## src/rtl/rwhp_pkg.sv

```systemverilog
`timescale 1ns / 1ps
// ----------------------------------------------------------------------------
// rwhp_pkg
// Shared constants, types and helpers of the RIFF/WAVE header parser.
// ----------------------------------------------------------------------------
package rwhp_pkg;

  localparam int LEN_W     = 32;
  localparam int DIV_W     = 22;
  localparam int CNT_W     = 6;
  localparam int DSTEP_W   = 5;
  localparam int CFG_IDX_W = 2;

  localparam logic [CFG_IDX_W-1:0] CFG_FILE_LENGTH  = 2'd0;
  localparam logic [CFG_IDX_W-1:0] CFG_MAGIC_ENABLE = 2'd1;
  localparam logic [CFG_IDX_W-1:0] CFG_CUSTOM_MAGIC = 2'd2;

  localparam logic [3:0] STS_OK_STD      = 4'd0;
  localparam logic [3:0] STS_OK_OTHER    = 4'd1;
  localparam logic [3:0] STS_TOO_SMALL   = 4'd2;
  localparam logic [3:0] STS_NOT_RIFF    = 4'd3;
  localparam logic [3:0] STS_NOT_WAVE    = 4'd4;
  localparam logic [3:0] STS_FMT_SMALL   = 4'd5;
  localparam logic [3:0] STS_NOT_PCM     = 4'd6;
  localparam logic [3:0] STS_NO_CHANNELS = 4'd7;
  localparam logic [3:0] STS_BAD_RATE    = 4'd8;
  localparam logic [3:0] STS_NO_BITS     = 4'd9;
  localparam logic [3:0] STS_DATA_EARLY  = 4'd10;
  localparam logic [3:0] STS_BAD_TAG     = 4'd11;

  localparam logic [31:0] TAG_RIFF = 32'h4646_4952;
  localparam logic [31:0] TAG_WAVE = 32'h4556_4157;
  localparam logic [31:0] TAG_FMT  = 32'h2074_6D66;
  localparam logic [31:0] TAG_DATA = 32'h6174_6164;

  localparam logic [31:0] MIN_FILE_LENGTH = 32'd28;
  localparam logic [15:0] FMT_PCM         = 16'h0001;
  localparam logic [15:0] FMT_EXTENSIBLE  = 16'hFFFE;

  typedef enum logic [2:0] {
    PH_IDLE,
    PH_HEAD,
    PH_CHDR,
    PH_FMT,
    PH_SKIP,
    PH_DONE,
    PH_DIV
  } phase_t;

  typedef struct packed {
    logic             clear;
    logic             proc;
    logic             head;
    logic             chdr;
    logic             fmt;
    logic             skip;
    logic             fmt_enter;
    logic             skip_chunk;
    logic             fmt_rest;
    logic             fcap_set;
    logic             div_start;
    logic             div_step;
    logic             emit;
    logic             emit_fmt;
    logic             emit_div;
    logic [3:0]       emit_status;
    logic [CNT_W-1:0] k;
  } cmd_t;

  typedef struct packed {
    logic len_small;
    logic pos_is3;
    logic pos_is11;
    logic pos_lt3;
    logic magic_ok;
    logic wave_ok;
    logic tag_fmt;
    logic tag_data;
    logic tag_print;
    logic size_lt16;
    logic size_zero;
    logic len_lt18;
    logic ext_ok;
    logic fmt_bad;
    logic chan_zero;
    logic rate_bad;
    logic bits_zero;
    logic rest_zero;
    logic fcap_cur;
    logic std_ok;
    logic skip_last;
    logic div_last;
    logic out_busy;
  } flags_t;

  function automatic logic printable(input logic [31:0] tag);
    logic ok;
    ok = 1'b1;
    for (int i = 0; i < 4; i++) begin
      if (tag[8*i +: 8] < 8'd32 || tag[8*i +: 8] > 8'd126) ok = 1'b0;
    end
    return ok;
  endfunction

  function automatic logic [13:0] bpc_of(input logic [15:0] bits);
    logic [16:0] sum;
    sum = {1'b0, bits} + 17'd7;
    return sum[16:3];
  endfunction

endpackage

```

## src/rtl/rwhp_ctrl.sv

```systemverilog
`timescale 1ns / 1ps
// ----------------------------------------------------------------------------
// rwhp_ctrl
// Parse sequencer: phase, header byte counter and per-byte commands.
// ----------------------------------------------------------------------------
module rwhp_ctrl (
  input  logic             clk,
  input  logic             rst,
  input  logic             in_valid,
  output logic             in_stall,
  input  logic             first_byte,
  input  logic             last_byte,
  input  rwhp_pkg::flags_t flg,
  output rwhp_pkg::cmd_t   cmd
);
  import rwhp_pkg::*;

  phase_t           state;
  phase_t           state_next;
  phase_t           ph_eff;
  logic [CNT_W-1:0] count;
  logic [CNT_W-1:0] count_next;
  logic [CNT_W-1:0] count_cur;
  logic             fire;
  logic             fcap_fin;

  assign in_stall  = (state == PH_DIV) || flg.out_busy;
  assign fire      = in_valid && !in_stall;
  assign ph_eff    = first_byte ? PH_HEAD : state;
  assign count_cur = first_byte ? '0 : count;

  always_comb begin
    cmd      = '0;
    cmd.k    = count_cur;
    fcap_fin = 1'b0;
    if (state == PH_DIV) begin
      cmd.div_step = 1'b1;
      cmd.emit_div = flg.div_last;
    end else if (fire) begin
      cmd.clear = first_byte;
      if (first_byte && flg.len_small) begin
        cmd.emit        = 1'b1;
        cmd.emit_status = STS_TOO_SMALL;
      end else begin
        case (ph_eff)
          PH_HEAD: begin
            cmd.proc = 1'b1;
            cmd.head = 1'b1;
            if (flg.pos_is3 && !flg.magic_ok) begin
              cmd.emit        = 1'b1;
              cmd.emit_status = STS_NOT_RIFF;
            end else if (flg.pos_is11 && !flg.wave_ok) begin
              cmd.emit        = 1'b1;
              cmd.emit_status = STS_NOT_WAVE;
            end else if (!flg.pos_is11 && last_byte) begin
              cmd.emit        = 1'b1;
              cmd.emit_status = flg.pos_lt3 ? STS_NOT_RIFF : STS_NOT_WAVE;
            end
          end
          PH_CHDR: begin
            cmd.proc = 1'b1;
            cmd.chdr = 1'b1;
            if (count_cur == 6'd7) begin
              if (flg.tag_fmt) begin
                if (flg.size_lt16) begin
                  cmd.emit        = 1'b1;
                  cmd.emit_status = STS_FMT_SMALL;
                end else begin
                  cmd.fmt_enter = 1'b1;
                end
              end else if (flg.tag_data) begin
                if (!flg.fcap_cur) begin
                  cmd.emit        = 1'b1;
                  cmd.emit_status = STS_DATA_EARLY;
                end else begin
                  cmd.div_start   = 1'b1;
                  cmd.emit_status = flg.std_ok ? STS_OK_STD : STS_OK_OTHER;
                end
              end else if (!flg.tag_print) begin
                cmd.emit        = 1'b1;
                cmd.emit_status = STS_BAD_TAG;
              end else begin
                cmd.skip_chunk = 1'b1;
              end
            end
          end
          PH_FMT: begin
            cmd.proc = 1'b1;
            cmd.fmt  = 1'b1;
            if ((count_cur == 6'd15 && flg.len_lt18) ||
                (count_cur == 6'd17 && !flg.ext_ok) || count_cur == 6'd39) begin
              cmd.fmt_rest = 1'b1;
              if (flg.fmt_bad) begin
                cmd.emit        = 1'b1;
                cmd.emit_status = STS_NOT_PCM;
              end else if (flg.chan_zero) begin
                cmd.emit        = 1'b1;
                cmd.emit_status = STS_NO_CHANNELS;
              end else if (flg.rate_bad) begin
                cmd.emit        = 1'b1;
                cmd.emit_status = STS_BAD_RATE;
              end else if (flg.bits_zero) begin
                cmd.emit        = 1'b1;
                cmd.emit_status = STS_NO_BITS;
              end else begin
                cmd.fcap_set = 1'b1;
              end
            end
          end
          PH_SKIP: begin
            cmd.proc = 1'b1;
            cmd.skip = 1'b1;
          end
          default: ;
        endcase
        fcap_fin = cmd.fcap_set || (flg.fcap_cur && !cmd.fmt_enter);
        if (cmd.proc && !cmd.emit && !cmd.div_start && last_byte) begin
          cmd.emit        = 1'b1;
          cmd.emit_fmt    = 1'b1;
          cmd.emit_status = (fcap_fin && flg.std_ok) ? STS_OK_STD : STS_OK_OTHER;
        end
      end
    end
  end

  always_comb begin
    state_next = state;
    count_next = count;
    if (state == PH_DIV) begin
      if (flg.div_last) state_next = PH_DONE;
    end else if (fire) begin
      if (first_byte) begin
        state_next = PH_HEAD;
        count_next = '0;
      end
      if (cmd.emit) begin
        state_next = PH_DONE;
      end else begin
        case (ph_eff)
          PH_HEAD: begin
            if (flg.pos_is11) begin
              state_next = PH_CHDR;
              count_next = '0;
            end
          end
          PH_CHDR: begin
            count_next = count_cur + 6'd1;
            if (cmd.fmt_enter) begin
              state_next = PH_FMT;
              count_next = '0;
            end else if (cmd.div_start) begin
              state_next = PH_DIV;
            end else if (cmd.skip_chunk) begin
              state_next = flg.size_zero ? PH_CHDR : PH_SKIP;
              count_next = '0;
            end
          end
          PH_FMT: begin
            count_next = count_cur + 6'd1;
            if (cmd.fmt_rest) begin
              state_next = flg.rest_zero ? PH_CHDR : PH_SKIP;
              count_next = '0;
            end
          end
          PH_SKIP: begin
            if (flg.skip_last) begin
              state_next = PH_CHDR;
              count_next = '0;
            end
          end
          default: ;
        endcase
      end
    end
  end

  always_ff @(posedge clk) begin
    if (rst) begin
      state <= PH_IDLE;
      count <= '0;
    end else begin
      state <= state_next;
      count <= count_next;
    end
  end

endmodule

```

## config.mk

```make
export PLATFORM = sky130hd
export DESIGN_NAME = rwhp_ctrl
export DESIGN_NICKNAME = d
export VERILOG_FILES = /design/src/rtl/rwhp_pkg.sv /design/src/rtl/rwhp_ctrl.sv
export SDC_FILE = /design/constraint.sdc
export NUM_CORES = 1
export LEC_CHECK = 0
export BUFFER_PORTS_ARGS = -buffer_cell sky130_fd_sc_hd__buf_2
export CORE_UTILIZATION = 49
export CTS_CLUSTER_SIZE = 12
export DETAILED_ROUTE_END_ITERATION = 10
export PLACE_DENSITY_LB_ADDON = 0.08
export SYNTH_ARGS = -nofsm -noshare
export SYNTH_HDL_FRONTEND = slang
export SYNTH_SLANG_ARGS = --single-unit
```

## constraint.sdc

```tcl
create_clock -name clk -period 3.78 [get_ports clk]
set_input_delay 0.756 -clock clk [delete_from_list [all_inputs] [get_ports clk]]
set_output_delay 0.756 -clock clk [all_outputs]
set_load 0.02 [all_outputs]
```

# Word level (Yosys, flattened, before mapping)
# Index checks and enable logic that the tools add are counted.
# Widths: inputs -> output; s select.
# op_classes
n_addsub	1
mux	108
n_eq_ne	10
bitwise_logic	1
reduce_logical	28
# ops
op	n
$mux 4	14
$mux 3	18
$mux 1	48
$mux 6	8
$mux 2	13
$pmux 6 s4	1
$mux 11	2
$logic_and 1x1->1	12
$pmux 3 s4	1
$pmux 4 s3	1
$mux 10	1
$logic_not 1->1	8
$add 6x1->6 const B	1
$eq 3x2->1 const B	2
$eq 3x3->1 const B	2
$eq 6x3->1 const B	1
$eq 6x4->1 const B	1
$eq 6x5->1 const B	1
$eq 6x6->1 const B	1
$logic_or 1x1->1	4
$reduce_and 2->1	2
$reduce_or 4->1	1
$eq 3x1->1 const B	1
$pmux 1 s3	1
other kinds (3)	3
# totals
out_inout_bits	26
word_cells	150
reg_bits	9
input_bits	28

# Logic depth before layout (Yosys ltp)
# logic_depth
ltp_word	21
ltp_mapped	11
mapped_depth_nobuf	9

# Worst setup path before layout
# Ideal clock, no wire load.
# synth_path
kind	input port to output port
start	in first_byte
end	out cmd[6] in the netlist's numbering
setup_slack_ps	-51
t_arrival_ps	3075
path_stages	10
required_time_ps	3024
path_buffers	3
cell_sequence	buf_2 > clkbuf_1 > clkbuf_1 > nor2b_1 > ha_1 > and4_1 > o21bai_2 > o211ai_1 > a211o_1 > a21oi_1
# synth_lines
element	line	text
from (decl)	rwhp_ctrl.sv:11	input logic first_byte,
to (decl)	rwhp_ctrl.sv:14	output rwhp_pkg::cmd_t cmd

==> impl_metrics.env <==
export IMPL_status="finished, final reports clean"
export IMPL_layout_common_cells="buf_2, nor2_1, nand2_1"
export IMPL_cts_htree_levels=1
export IMPL_hold_viol=0
export IMPL_globalRouteTotalUtil_pct=27.8
export IMPL_cp_data_required_time_ns=3.02
export IMPL_multi_input_area_um2=1060
export IMPL_cts_setup_buffers=0
export IMPL_cts_resized=0
export IMPL_core_area_um2=2520
export IMPL_clockBufferDepth=2
export IMPL_crit_type="input port to primary output"
export IMPL_synth_flop_cell="dfxtp_1"
export IMPL_syn_area_per_cell_um2=6.85
export IMPL_postRouteAntennaNets=0
export IMPL_start_kind="input port"
export IMPL_synth_edf_count=0
export IMPL_clk_latency_ns=0.26
export IMPL_drive_gt1_share_pct=31.8
export IMPL_cap_violations=0
export IMPL_cts_root_buf="clkbuf_4"
export IMPL_worstMarginPinSlew_ns=0.830
export IMPL_hold_class="register to register"
export IMPL_wl_per_cell_um=14.4
export IMPL_die_y_um=54.1
export IMPL_setup_viol=0
export IMPL_drcViolationCount=0
export IMPL_drt_iter0_markers=68
export IMPL_slew_headroom_pct=44.2
export IMPL_grt_pass1_vias=1411
export IMPL_vias=1642
export IMPL_rsz0062_at_grt="false"
export IMPL_io_pins=54
export IMPL_power_density_nw_per_um2=177
export IMPL_clock_skew_ns=0.00487
export IMPL_layout_commonest_cell="buf_2"
export IMPL_gp_congestion=0.971
export IMPL_ys_seq_elements=9
export IMPL_crit_fanout=12
export IMPL_die_w_um=54.1
export IMPL_start_util_pct=52.7
export IMPL_yosys_cell_types_count=59
export IMPL_fin_tns_setup_ns=0
export IMPL_numCtsBuffers=3
export IMPL_vdd_drop_max_mv=0.172
export IMPL_io_buffers=53
export IMPL_routed_wl_mm=3.97
export IMPL_gr_total_overflow=0
export IMPL_viasPerCell=5.97
export IMPL_hpwlAfterDp_mm=3.13
export IMPL_synth_fp_nets=223
export IMPL_diodes=0
export IMPL_period_minus_slack_ns=3.63
export IMPL_syn_to_final_growth_pct=24.3
export IMPL_fin_crit_sh_pct=96.1
export IMPL_syn_inst=194
export IMPL_clk_pin_slew_ns=0.07
export IMPL_worst_slack_ns=0.146
export IMPL_synth_seq_area_share_pct=13.6
export IMPL_first_pass_iters=4
export IMPL_grt_max_degree=17
export IMPL_async_reset_ff_share_pct=0
export IMPL_clock_sinks=9
export IMPL_dpl_worst_slack_ns=0.180
export IMPL_fmax_mhz=275
export IMPL_cts_tree="yes"
export IMPL_rows=18
export IMPL_dieArea_um2=2920
export IMPL_drv_slew=0
export IMPL_antenna_found_initial=0
export IMPL_netlist_area_um2=1330
export IMPL_fillerInstances=246
export IMPL_cts_hold_buf=0
export IMPL_grt_pass1_wl_mm=6.05
export IMPL_crit_arrival_ns=2.88
export IMPL_nNetsFinal=275
export IMPL_regArea_um2=180
export IMPL_synth_warnings=0
export IMPL_leakagePower_uw=0.000751
export IMPL_cp_end_kind="primary output"
-- worst max-delay path, cell delays in order --
cell	delay, ns
buf_2	0.18
or4b_4	0.54
nor3_4	0.38
nand4b_2	0.25
o211ai_1	0.22
o221ai_1	0.20
a31oi_1	0.17
buf_2	0.18
-- routing by layer --
layer  track usage [%]  share of wire (%)  routed length [um]
met5                 0                  0                   0
met4              8.97               0.93                  37
met3              2.82                7.9                 312
met2              48.4                 48                1920
met1              35.3                 43                1700
-- state kept, by name, summed over array words and instances, names as in the netlist --
signal and flops:
count 6, state 3
-- final timing paths --
kind,start,slack (ns),end,cells after the start
min reg2reg,count[1],0.53,count[1],2
max reg2reg,state[1],1.12,count[5],7
min,count[1],0.53,count[1],2
max,first_byte,0.15,cmd[8],8
-- where the power goes --
| part | leakage (uW) | switching [uW] | internal, uW |
|---|---|---|---|
| Clock | 0.0000177 | 34.9 | 39.0 |
| Combinational | 0.000660 | 72.1 | 47.4 |
| Sequential | 0.0000729 | 2.00 | 96.8 |
| Total | 0.000751 | 109 | 183 |
-- through the flow --
stage	total power (uW)	hold WS (ns)	util, %	area [um2]	cells
after floorplan	181	0.479	-	1340	194
after global placement	216	0.498	64.4	1620	271
after detailed placement	218	0.514	64.4	1620	271
after CTS	293	0.525	65.5	1650	275
after global routing	309	0.552	65.5	1650	275
final	292	0.529	65.5	1650	275
-- kinds of logic after synthesis --
| logic type | Yosys count | share of synthesized area [%] |
|---|---|---|
| muxes | 2 | 1.51 |
| DFF | 9 | 13.6 |
| buffers and inverters | 22 | 6.97 |
| AOI/OAI and AO/OA | 56 | 32.5 |
| and+or+nand+nor | 102 | 43.2 |
| xor gates and xnor gates | 2 | 1.32 |
| adders and majority gates | 1 | 0.941 |
-- area by class of cell --
| type | count | share of cell area, % |
|---|---|---|
| sequential | 9 | 10.9 |
| clock inverter | 1 | 0.303 |
| tap | 30 | 2.27 |
| timing repair buffer | 58 | 18.3 |
| multi-input combinational | 163 | 64.3 |
| clock buffer | 3 | 1.36 |
| inverter | 11 | 2.50 |
-- synth_stat cells (2+ instances only) --
library cell  count  area share (%)
nor2_1           27             7.6
nand2_1          17             4.8
a21oi_1          14             5.3
inv_1            11             3.1
dfxtp_1           9              14
nor2b_1           9             4.2
clkbuf_1          8             2.3
nand2b_1          8             3.8
nor3_1            8             3.0
o21ai_0           7             2.6
and2_1            5             2.4
nand3_1           5             1.9
a211o_1           3             2.0
a31oi_1           3             1.4
nand3b_1          3             1.7
nor4_1            3             1.4
o32ai_1           3             2.0
a211oi_1          2             1.1
a21o_1            2             1.1
a22oi_1           2             1.1
and3_1            2            0.94
buf_2             2            0.75
mux2i_1           2             1.5
o211ai_1          2             1.1
or2_2             2            0.94
or3_1             2            0.94
(Power assumes the default switching activity.)
