**src/rtl/rwhp_pkg.sv**
```systemverilog
`timescale 1ns / 1ps
// ----------------------------------------------------------------------------
// rwhp_pkg
// Shared constants, types and helpers of the RIFF/WAVE header parser.
// ----------------------------------------------------------------------------
package rwhp_pkg;

  localparam int LEN_W     = 32;
  localparam int DIV_W     = 22;
  localparam int CNT_W     = 6;
  localparam int DSTEP_W   = 5;
  localparam int CFG_IDX_W = 2;

  localparam logic [CFG_IDX_W-1:0] CFG_FILE_LENGTH  = 2'd0;
  localparam logic [CFG_IDX_W-1:0] CFG_MAGIC_ENABLE = 2'd1;
  localparam logic [CFG_IDX_W-1:0] CFG_CUSTOM_MAGIC = 2'd2;

  localparam logic [3:0] STS_OK_STD      = 4'd0;
  localparam logic [3:0] STS_OK_OTHER    = 4'd1;
  localparam logic [3:0] STS_TOO_SMALL   = 4'd2;
  localparam logic [3:0] STS_NOT_RIFF    = 4'd3;
  localparam logic [3:0] STS_NOT_WAVE    = 4'd4;
  localparam logic [3:0] STS_FMT_SMALL   = 4'd5;
  localparam logic [3:0] STS_NOT_PCM     = 4'd6;
  localparam logic [3:0] STS_NO_CHANNELS = 4'd7;
  localparam logic [3:0] STS_BAD_RATE    = 4'd8;
  localparam logic [3:0] STS_NO_BITS     = 4'd9;
  localparam logic [3:0] STS_DATA_EARLY  = 4'd10;
  localparam logic [3:0] STS_BAD_TAG     = 4'd11;

  localparam logic [31:0] TAG_RIFF = 32'h4646_4952;
  localparam logic [31:0] TAG_WAVE = 32'h4556_4157;
  localparam logic [31:0] TAG_FMT  = 32'h2074_6D66;
  localparam logic [31:0] TAG_DATA = 32'h6174_6164;

  localparam logic [31:0] MIN_FILE_LENGTH = 32'd28;
  localparam logic [15:0] FMT_PCM         = 16'h0001;
  localparam logic [15:0] FMT_EXTENSIBLE  = 16'hFFFE;

  typedef enum logic [2:0] {
    PH_IDLE,
    PH_HEAD,
    PH_CHDR,
    PH_FMT,
    PH_SKIP,
    PH_DONE,
    PH_DIV
  } phase_t;

  typedef struct packed {
    logic             clear;
    logic             proc;
    logic             head;
    logic             chdr;
    logic             fmt;
    logic             skip;
    logic             fmt_enter;
    logic             skip_chunk;
    logic             fmt_rest;
    logic             fcap_set;
    logic             div_start;
    logic             div_step;
    logic             emit;
    logic             emit_fmt;
    logic             emit_div;
    logic [3:0]       emit_status;
    logic [CNT_W-1:0] k;
  } cmd_t;

  typedef struct packed {
    logic len_small;
    logic pos_is3;
    logic pos_is11;
    logic pos_lt3;
    logic magic_ok;
    logic wave_ok;
    logic tag_fmt;
    logic tag_data;
    logic tag_print;
    logic size_lt16;
    logic size_zero;
    logic len_lt18;
    logic ext_ok;
    logic fmt_bad;
    logic chan_zero;
    logic rate_bad;
    logic bits_zero;
    logic rest_zero;
    logic fcap_cur;
    logic std_ok;
    logic skip_last;
    logic div_last;
    logic out_busy;
  } flags_t;

  function automatic logic printable(input logic [31:0] tag);
    logic ok;
    ok = 1'b1;
    for (int i = 0; i < 4; i++) begin
      if (tag[8*i +: 8] < 8'd32 || tag[8*i +: 8] > 8'd126) ok = 1'b0;
    end
    return ok;
  endfunction

  function automatic logic [13:0] bpc_of(input logic [15:0] bits);
    logic [16:0] sum;
    sum = {1'b0, bits} + 17'd7;
    return sum[16:3];
  endfunction

endpackage

```
**src/rtl/rwhp_dp.sv**
```systemverilog
`timescale 1ns / 1ps
// ----------------------------------------------------------------------------
// rwhp_dp
// Parse registers, field capture, checks, frame divider and result register.
// ----------------------------------------------------------------------------
module rwhp_dp (
  input  logic                           clk,
  input  logic                           rst,
  input  logic                           cfg_valid,
  input  logic [rwhp_pkg::CFG_IDX_W-1:0] cfg_index,
  input  logic [31:0]                    cfg_data,
  input  logic [7:0]                     data_byte,
  input  rwhp_pkg::cmd_t                 cmd,
  output rwhp_pkg::flags_t               flg,
  input  logic                           out_stall,
  output logic                           out_valid,
  output logic [3:0]                     status,
  output logic [13:0]                    bytes_per_channel,
  output logic [7:0]                     channels,
  output logic [15:0]                    sample_rate,
  output logic [31:0]                    data_offset,
  output logic [31:0]                    sample_count
);
  import rwhp_pkg::*;

  logic [31:0]        file_length;
  logic               custom_magic_enable;
  logic [31:0]        custom_magic;

  logic [LEN_W-1:0]   pos, pos_cur, pos_next;
  logic [31:0]        tag, tag_cur, tag_new, tag_next;
  logic [31:0]        field, field_cur, field_next;
  logic [LEN_W:0]     rem, rem_cur, rem_next, rest;
  logic [31:0]        clen, clen_cur, clen_next;
  logic [15:0]        fmtc, fmtc_cur, fmtc_next;
  logic [15:0]        chan, chan_cur, chan_next;
  logic [31:0]        rate, rate_cur, rate_next;
  logic [15:0]        bits, bits_cur, bits_next;
  logic [15:0]        extra, extra_cur, extra_next;
  logic               fcap, fcap_cur, fcap_next;
  logic [5:0]         consumed;

  logic [31:0]        offset, avail, dlen;
  logic [DIV_W-1:0]   prod;
  logic [31:0]        dquo, dquo_s;
  logic [DIV_W-1:0]   drem, drem_s, dvs;
  logic [DIV_W:0]     trial, diff;
  logic               ge;
  logic [DSTEP_W-1:0] dcnt;
  logic [31:0]        doff;
  logic [3:0]         dstat;

  assign pos_cur   = cmd.clear ? '0 : pos;
  assign tag_cur   = cmd.clear ? '0 : tag;
  assign field_cur = cmd.clear ? '0 : field;
  assign rem_cur   = cmd.clear ? '0 : rem;
  assign clen_cur  = cmd.clear ? '0 : clen;
  assign fmtc_cur  = cmd.clear ? '0 : fmtc;
  assign chan_cur  = cmd.clear ? '0 : chan;
  assign rate_cur  = cmd.clear ? '0 : rate;
  assign bits_cur  = cmd.clear ? '0 : bits;
  assign extra_cur = cmd.clear ? '0 : extra;
  assign fcap_cur  = cmd.clear ? 1'b0 : fcap;
  assign tag_new   = {data_byte, tag_cur[31:8]};

  always_comb begin
    field_next = field_cur;
    fmtc_next  = fmtc_cur;
    chan_next  = chan_cur;
    rate_next  = rate_cur;
    bits_next  = bits_cur;
    extra_next = extra_cur;
    if (cmd.chdr) begin
      case (cmd.k)
        6'd4:    field_next = {24'b0, data_byte};
        6'd5:    field_next[15:8] = data_byte;
        6'd6:    field_next[23:16] = data_byte;
        6'd7:    field_next[31:24] = data_byte;
        default: ;
      endcase
    end
    if (cmd.fmt_enter) extra_next = '0;
    if (cmd.fmt) begin
      case (cmd.k)
        6'd0:    fmtc_next = {8'b0, data_byte};
        6'd1:    fmtc_next[15:8] = data_byte;
        6'd2:    chan_next = {8'b0, data_byte};
        6'd3:    chan_next[15:8] = data_byte;
        6'd4:    rate_next = {24'b0, data_byte};
        6'd5:    rate_next[15:8] = data_byte;
        6'd6:    rate_next[23:16] = data_byte;
        6'd7:    rate_next[31:24] = data_byte;
        6'd14:   bits_next = {8'b0, data_byte};
        6'd15:   bits_next[15:8] = data_byte;
        6'd16:   extra_next = {8'b0, data_byte};
        6'd17:   extra_next[15:8] = data_byte;
        6'd24:   field_next = {24'b0, data_byte};
        6'd25:   fmtc_next = {data_byte, field_cur[7:0]};
        default: ;
      endcase
    end
  end

  always_comb begin
    case (cmd.k)
      6'd15:   consumed = 6'd16;
      6'd17:   consumed = 6'd18;
      default: consumed = 6'd40;
    endcase
  end

  assign rest = {1'b0, clen_cur} - {27'b0, consumed} + {32'b0, clen_cur[0]};

  always_comb begin
    flg           = '0;
    flg.len_small = file_length < MIN_FILE_LENGTH;
    flg.pos_is3   = pos_cur == 32'd3;
    flg.pos_is11  = pos_cur == 32'd11;
    flg.pos_lt3   = pos_cur < 32'd3;
    flg.magic_ok  = (tag_new == TAG_RIFF) ||
                    (custom_magic_enable && tag_new == custom_magic);
    flg.wave_ok   = tag_new == TAG_WAVE;
    flg.tag_fmt   = tag_cur == TAG_FMT;
    flg.tag_data  = tag_cur == TAG_DATA;
    flg.tag_print = printable(tag_cur);
    flg.size_lt16 = field_next < 32'd16;
    flg.size_zero = field_next == '0;
    flg.len_lt18  = clen_cur < 32'd18;
    flg.ext_ok    = (fmtc_next == FMT_EXTENSIBLE) && (extra_next >= 16'd22) &&
                    (clen_cur >= 32'd40);
    flg.fmt_bad   = fmtc_next != FMT_PCM;
    flg.chan_zero = chan_next[7:0] == 8'd0;
    flg.rate_bad  = (rate_next == '0) || (rate_next[31:16] != 16'd0);
    flg.bits_zero = bits_next == '0;
    flg.rest_zero = rest == '0;
    flg.fcap_cur  = fcap_cur;
    flg.std_ok    = (bits_next != '0) && (bits_next <= 16'd16) &&
                    (chan_next[7:0] == 8'd1 || chan_next[7:0] == 8'd2);
    flg.skip_last = rem_cur <= 33'd1;
    flg.div_last  = dcnt == '1;
    flg.out_busy  = out_valid && out_stall;
  end

  always_comb begin
    pos_next  = cmd.proc ? pos_cur + 32'd1 : pos_cur;
    tag_next  = (cmd.head || (cmd.chdr && cmd.k < 6'd4)) ? tag_new : tag_cur;
    clen_next = (cmd.chdr && cmd.k == 6'd7) ? field_next : clen_cur;
    rem_next  = rem_cur;
    if (cmd.skip_chunk) begin
      rem_next = {1'b0, field_next} + {32'b0, field_next[0]};
    end else if (cmd.fmt_rest) begin
      rem_next = rest;
    end else if (cmd.skip && rem_cur != '0) begin
      rem_next = rem_cur - 33'd1;
    end
    fcap_next = fcap_cur;
    if (cmd.fmt_enter) fcap_next = 1'b0;
    if (cmd.fcap_set) fcap_next = 1'b1;
  end

  assign offset = pos_cur + 32'd1;
  assign avail  = (file_length >= offset) ? file_length - offset : '0;
  assign dlen   = (field_next < avail) ? field_next : avail;
  assign prod   = {8'b0, bpc_of(bits_cur)} * {14'b0, chan_cur[7:0]};

  assign trial  = {drem, dquo[31]};
  assign diff   = trial - {1'b0, dvs};
  assign ge     = trial >= {1'b0, dvs};
  assign drem_s = ge ? diff[DIV_W-1:0] : trial[DIV_W-1:0];
  assign dquo_s = {dquo[30:0], ge};

  always_ff @(posedge clk) begin
    if (rst) begin
      file_length         <= '0;
      custom_magic_enable <= 1'b0;
      custom_magic        <= '0;
    end else if (cfg_valid) begin
      case (cfg_index)
        CFG_FILE_LENGTH:  file_length <= cfg_data;
        CFG_MAGIC_ENABLE: custom_magic_enable <= cfg_data[0];
        CFG_CUSTOM_MAGIC: custom_magic <= cfg_data;
        default: ;
      endcase
    end
  end

  always_ff @(posedge clk) begin
    pos   <= pos_next;
    tag   <= tag_next;
    field <= field_next;
    rem   <= rem_next;
    clen  <= clen_next;
    fmtc  <= fmtc_next;
    chan  <= chan_next;
    rate  <= rate_next;
    bits  <= bits_next;
    extra <= extra_next;
    fcap  <= fcap_next;
  end

  always_ff @(posedge clk) begin
    if (cmd.div_start) begin
      dquo  <= dlen;
      drem  <= '0;
      dvs   <= (prod == '0) ? {{(DIV_W-1){1'b0}}, 1'b1} : prod;
      dcnt  <= '0;
      doff  <= offset;
      dstat <= cmd.emit_status;
    end else if (cmd.div_step) begin
      dquo <= dquo_s;
      drem <= drem_s;
      dcnt <= dcnt + 5'd1;
    end
  end

  always_ff @(posedge clk) begin
    if (rst) begin
      out_valid <= 1'b0;
    end else if (cmd.emit || cmd.emit_div) begin
      out_valid <= 1'b1;
    end else if (!out_stall) begin
      out_valid <= 1'b0;
    end
  end

  always_ff @(posedge clk) begin
    if (cmd.emit_div) begin
      status            <= dstat;
      bytes_per_channel <= bpc_of(bits);
      channels          <= chan[7:0];
      sample_rate       <= rate[15:0];
      data_offset       <= doff;
      sample_count      <= dquo_s;
    end else if (cmd.emit) begin
      status            <= cmd.emit_status;
      bytes_per_channel <= (cmd.emit_fmt && fcap_next) ? bpc_of(bits_next) : '0;
      channels          <= (cmd.emit_fmt && fcap_next) ? chan_next[7:0] : '0;
      sample_rate       <= (cmd.emit_fmt && fcap_next) ? rate_next[15:0] : '0;
      data_offset       <= '0;
      sample_count      <= '0;
    end
  end

endmodule

```
**config.mk**
```make
export PLATFORM = sky130hd
export DESIGN_NAME = rwhp_dp
export DESIGN_NICKNAME = d
export VERILOG_FILES = /design/src/rtl/rwhp_pkg.sv /design/src/rtl/rwhp_dp.sv
export SDC_FILE = /design/constraint.sdc
export NUM_CORES = 2
export LEC_CHECK = 0
export ABC_CLOCK_PERIOD_IN_PS = 7800
export BUFFER_PORTS_ARGS = -buffer_cell sky130_fd_sc_hd__buf_2
export CAP_MARGIN = 0
export CORE_MARGIN = 5
export CORE_UTILIZATION = 45
export DETAILED_ROUTE_END_ITERATION = 10
export PLACE_DENSITY = 0.63
export SYNTH_ARGS = -nofsm -noshare
export SYNTH_HDL_FRONTEND = slang
export SYNTH_SLANG_ARGS = --single-unit
```
**constraint.sdc**
```tcl
create_clock -name clk -period 7.8 [get_ports clk]
set_input_delay 0 -clock clk [delete_from_list [all_inputs] [get_ports clk]]
set_output_delay 0 -clock clk [all_outputs]
set_load 0.01 [all_outputs]
```
## Word level (Yosys, flattened, before mapping)

Index checks and enable logic that the tools add are counted.

- Register bits after elaboration: 547
- Word-level logic and storage cells: 193
- Output and inout port bits: 130

- Reductions and logical operators: 36
- Muxes and demuxes: 70
- $mul: 1
- $lt $le $gt $ge: 20
- Equality and inequality tests: 28
- $add $sub $neg: 11

Operator list:

| kind | number |
|---|---|
| 32-bit 2-to-1 mux | 19 |
| 16-bit 2-to-1 mux | 12 |
| 8-bit one-hot mux with 2 select lines | 11 |
| 33-bit 2-to-1 mux | 4 |
| 32-bit by 31-bit == test with 1-bit output (second input constant) | 3 |
| 32-bit by 5-bit < comparator with 1-bit output (second input constant) | 3 |
| 32-bit logical NOT | 2 |
| 8-bit 2-to-1 mux | 8 |
| 16-bit by 3-bit adder with 17-bit output (second input constant) | 3 |
| 14-bit 2-to-1 mux | 3 |
| 32-bit by 1-bit adder with 33-bit output | 1 |
| 33-bit by 1-bit adder with 33-bit output | 1 |
| 33-bit by 1-bit <= comparator with 1-bit output (second input constant) | 1 |
| 33-bit logical NOT | 1 |
| 33-bit nonzero test | 1 |
| 32-bit by 6-bit subtractor with 33-bit output | 1 |
| 33-bit by 1-bit subtractor with 33-bit output (second input constant) | 1 |
| 32-bit by 1-bit adder with 32-bit output (second input constant) | 1 |
| 32-bit by 2-bit == test with 1-bit output (second input constant) | 1 |
| 32-bit by 30-bit == test with 1-bit output (second input constant) | 1 |
| 32-bit == test | 1 |
| 32-bit by 4-bit == test with 1-bit output (second input constant) | 1 |
| 32-bit greater-or-equal comparator | 1 |
| 32-bit by 6-bit greater-or-equal comparator with 1-bit output (second input constant) | 1 |
| 40 further kinds | 84 |

## Longest topological paths before layout

- Word-level depth: 8
- Mapped depth: 38

## Worst setup path before layout

Ideal clock, no wire load.

- Kind: in2reg
- Start: in cmd[24] (netlist name)
- End: reg dquo[10], data pin
- Data required time: 7526 ps
- Arrival: 7799 ps
- Cell stages on the path: 38
- Slack: -273 ps
- Library setup time: 274 ps
- Path buffers: 10
- Cell sequence: clkbuf_1 -> clkbuf_1 -> buf_1 -> buf_1 -> clkbuf_1 -> clkbuf_1 -> nor2b_1 -> ha_1 -> nand4b_1 -> nor2_1 -> and4_1 -> and3_1 -> and3_1 -> and3_1 -> and4_1 -> nand3_1 -> xor2_1 -> or2_2 -> [2 not listed] -> or4_1 -> a41oi_1 -> or2_2 -> clkbuf_1 -> clkbuf_1 -> clkbuf_1 -> nand2_1 -> ha_1 -> a21oi_1 -> nor4_1 -> a2111oi_0 -> o21ai_0 -> a21oi_1 -> nor2_1 -> nor3_1 -> clkbuf_1 -> a21o_1 -> a31oi_1

- Cells in the longest elaborated chain, start to end: 8
- Elaborated cells on any way between the ends: 16
- Classes of those cells: add/sub (2); order compare (2); mux (12)

Ends and longest elaborated chain:

| element | line | source |
|---|---|---|
| start: declaration | rwhp_dp.sv:13 | `input rwhp_pkg::cmd_t cmd,` |
| parallel branches: the longest is 6 deep, another holds 32-bit by 1-bit adder with 32-bit output | - |  |
| 32-bit 2-to-1 mux * | rwhp_dp.sv:163 | `assign dlen = (field_next < avail) ? field_next : avail;` |
| 32-bit 2-to-1 mux * | rwhp_dp.sv:202 | `if (cmd.div_start) begin` |
| end signal: assignment | rwhp_dp.sv:203 | `dquo <= dlen;` |
| end signal: assignment | rwhp_dp.sv:210 | `dquo <= dquo_s;` |
| end: declaration | rwhp_dp.sv:45 | `logic [31:0] dquo, dquo_s;` |

Mark *: on every way between the ends.
A chain may end at the register's enable or synchronous reset.

## Worst setup path in the final report

- Start: reg bits[3]
- End: reg dvs[0], data pin

- Cells in the longest elaborated chain, start to end: 4

Ends and longest elaborated chain:

| element | line | source |
|---|---|---|
| start: declaration | rwhp_dp.sv:38 | `logic [15:0] bits, bits_cur, bits_next;` |
| start signal: assignment | rwhp_dp.sv:196 | `bits <= bits_next;` |
| 16-bit 2-to-1 mux * | rwhp_dp.sv:61 | `assign bits_cur = cmd.clear ? '0 : bits;` |
| 16-bit by 3-bit adder with 17-bit output * | rwhp_pkg.sv:107 | `sum = {1'b0, bits} + 17'd7;` |
| 14-bit by 8-bit multiplier with 22-bit output * | rwhp_dp.sv:164 | `assign prod = {8'b0, bpc_of(bits_cur)} * {14'b0, chan_cur[7:0]};` |
| 22-bit logical NOT | rwhp_dp.sv:205 | `dvs <= (prod == '0) ? {{(DIV_W-1){1'b0}}, 1'b1} : prod;` |
| end signal: assignment | rwhp_dp.sv:205 |  |
| end: declaration | rwhp_dp.sv:46 | `logic [DIV_W-1:0] drem, drem_s, dvs;` |

Every way passes the cells marked *; elsewhere a longest branch is shown, timed or not.

==> results.ini <==
[die]
die_width_um=286
die_area_sq_mm=0.0815
start_util_pct=45.2
rows=101
core_area_sq_mm=0.0756
die_h_um=286
top_level_ports=201

[routing]
detailroute.via_count=29900
avgRoutedWirePerCell_um=20.3
routed_via_density=5.77
drt_wl_total_mm=105
drc=0
route.antenna.remaining_nets=0
drtPass1Iterations=8
iter_0_drt_violations=2730

[layout]
regArea_sq_mm=0.0127
syn_to_final_growth_pct=14.1
fin_nets=4495
multiInputGateArea_sq_mm=0.0196
finalInstanceArea_sq_mm=0.0390
n_fill_cell=7184
number_of_flip_flops_under_the_largest_register_name=33
drive_above_1_share_pct=11.0
reg_with_most_ffs=rem

[sta]
fin_crit_ns=7.35
final.setup_skew_ns=0.0312
final_hold_violating_endpoints=0
report.final.slew_viol_count=0
timing.fmax_mhz=136
max_slew.worst_pin.slew_ns=1.17
worst_rel_slew_slack_pct=22.3
finalCritPeriodShare_pct=94.2
setup-tns-final_ns=0
rsz0062_at_grt=no
setup-violations-final=0

[power]
total_leakage_power_nw=16.3
internal-power_w=0.00511
power_frac_comb_pct=15.2
seqPwrFrac_pct=43.8
power.total_w=0.00714
clock_power_share_pct=41.0
powerDensity_mw_per_mm2=183
switching_power_w=0.00204
power.ir.vdd_worst_v=0.000165
power.share.switching_pct=28.5

[setup_path]
capturing_element_type_of_the_critical_path=flip-flop
r2r_slack_ns=0.45
worstPathArrival_ns=7.82
timing_worst_setup_path_type=reg2reg
crit_path_start_kind=flip-flop
cp.required_ns=8.27
critical_path_peak_fanout=6

[logic_synthesis]
synth_largest_type_area_fraction_pct=20.0
synth_nets=4314
synth_commonest_cells=nand2_1 (496), nor2_1 (383), dfxtp_1 (342), inv_1 (269), a21oi_1 (252)
postSynth.asyncResetShare_pct=0
synth.area.top_cells=dfxtp_1 (20%), edfxtp_1 (17%), ha_1 (7.1%)
yosysUniqueCellTypes=99
synthFlopType=dfxtp_1
synth_enable_flop_cells=196
ys_ff_latch=538
most_numerous_cell_in_the_yosys_netlist=nand2_1
syn_avg_cell_area_sq_um=8.60
synth_largest_area_cell=dfxtp_1
synth_cells=3973
synthesis_warnings=0
ys_seq_area_share_pct=37.3
netlist_area_sq_mm=0.0342

[place]
dp_hpwl_mm=76.3
portBuffers=200
gp_routability_congestion=0.960
placement.cell_area_sq_mm=0.0361

[job]
drv.max_cap_violation_count=0

[clocking]
numClockSinks=538
clkTransAtPathRegs_ns=0.06
cts_buffer_depth=3
cts_tree=done
clockRootBuffer=clkbuf_16
cts_h_tree_lvls=2
worstSkewPairLatency_ns=0.66
cts_buf_count=60

[grt]
wire_length_of_the_first_global_routing_pass_mm=164
antenna_violations_before_repair=5
overflow=0
via_count_of_the_first_global_routing_pass=28600
pin_count_of_the_biggest_net_entering_global_routing=111
grt.total_usage_pct=24.8

[hold_path]
holdCritPathClass=in2reg

[outcome]
status=completed

==> placed cells by master (no fill, tap or decap), types with 16 or more instances in the layout <==
cell type        n
a211oi_1        33
a21o_1          57
a21oi_1        252
a22o_1          22
a31oi_1         65
a32o_1          31
a32oi_1         22
and2_1          82
and3_1          43
buf_2          198
buf_4           62
clkbuf_16       65
clkinv_2        16
dfxtp_1        342
dlygate4sd3_1   72
edfxtp_1       196
fa_1            76
ha_1           194
inv_1          268
nand2_1        496
nand2b_1        24
nand3_1         93
nand4_1         63
nor2_1         381
nor2b_1         49
nor3_1          76
nor4_1          72
o211ai_1        18
o21a_1          28
o21ai_0        155
o21bai_1        19
o22ai_1         16
o31ai_1         17
or2_2           31
or3_1           22
xnor2_1        144
xor2_1          71
==> repair_timing <==
item | 4_1_cts | 5_1_grt
hold buffers | 72 | 0
hold endpoints to repair | 233 | 0
buffers inserted | 0 | 3
gates resized for setup | 0 | 4
setup endpoints to repair | 0 | 33
==> logic make-up after synthesis <==
logic type	share of synthesized area (%)
DFF	37.3
buffers and inverters	5.54
AOI/OAI and AO/OA	17.1
xor gates and xnor gates	5.69
muxes	0.835
adders and majority gates	11.6
and+or+nand+nor	22.0
==> power by group through the flow <==
stage	logic [W]	registers (W)	clock network, W
after floorplan	0.000703	0.00317	0
after global placement	0.00104	0.00318	0
after detailed placement	0.00104	0.00319	0
after CTS	0.00107	0.00313	0.00298
after global routing	0.00120	0.00314	0.00311
final	0.00109	0.00313	0.00293
==> worst paths after layout <==
check / from / endpoint / cells after the start
max: bits[3]$_DFF_P_ / dvs[0]$_SDFFCE_PN1P_ / 27
max reg2reg: bits[3]$_DFF_P_ / dvs[0]$_SDFFCE_PN1P_ / 27
min: cmd[16] / rem[0]$_SDFF_PP0_ / 2
min reg2reg: custom_magic[26]$_SDFFE_PP0P_ / custom_magic[26]$_SDFFE_PP0P_ / 2
==> layout make-up <==
class                           instances  area share [%]
Tap cell                              978            3.14
Antenna cell                            2          0.0128
Clock inverter                         39           0.908
Clock buffer                           74            4.36
Inverter                              271            2.62
Multi-Input combinational cell       2944            50.4
Timing Repair Buffer                  339            5.90
Sequential cell                       538            32.7
==> metrics by stage <==
stage,hold slack [ns],utilization [%],instances,setup WS [ns]
3_5_place_dp,0.199,47.8,4994,0.328
5_1_grt,0.0447,51.6,5183,0.00815
2_1_floorplan,0.0989,-,3973,0.0159
6_report,0.0435,51.6,5185,0.450
3_3_place_gp,0.199,47.8,4994,0.421
4_1_cts,0.00914,51.5,5179,0.246
==> metal layers <==
metal	global-route usage, %	vias up	part of all wire, %
met2	40.7	1028	46
met1	33.7	14200	43
met3	4.69	197	7.6
met4	7.20	2	3.2
li1	-	14500	-
met5	0	-	0.0076
==> critical path, stage by stage (launching register included) <==
cell and delay, ns:
dfxtp_1 0.43, o31ai_1 0.20, nor2_2 0.21, and4_1 0.28, and3_1 0.24, nand3_1 0.13, nor2_1 0.25, nand2_1 0.10
xor2_1 0.19, or2_2 0.36, nor2_1 0.16, fa_1 0.46, fa_1 0.48, fa_1 0.55, inv_1 0.06, fa_1 0.52
inv_1 0.04, ha_1 0.33, a21o_1 0.17, a21o_1 0.20, nor3_1 0.14, nand3_1 0.11, a31oi_1 0.27, o21ai_0 0.15
xnor2_1 0.16, or4_1 0.45, or4_1 0.40, o22ai_1 0.12
(Power assumes the default switching activity.)
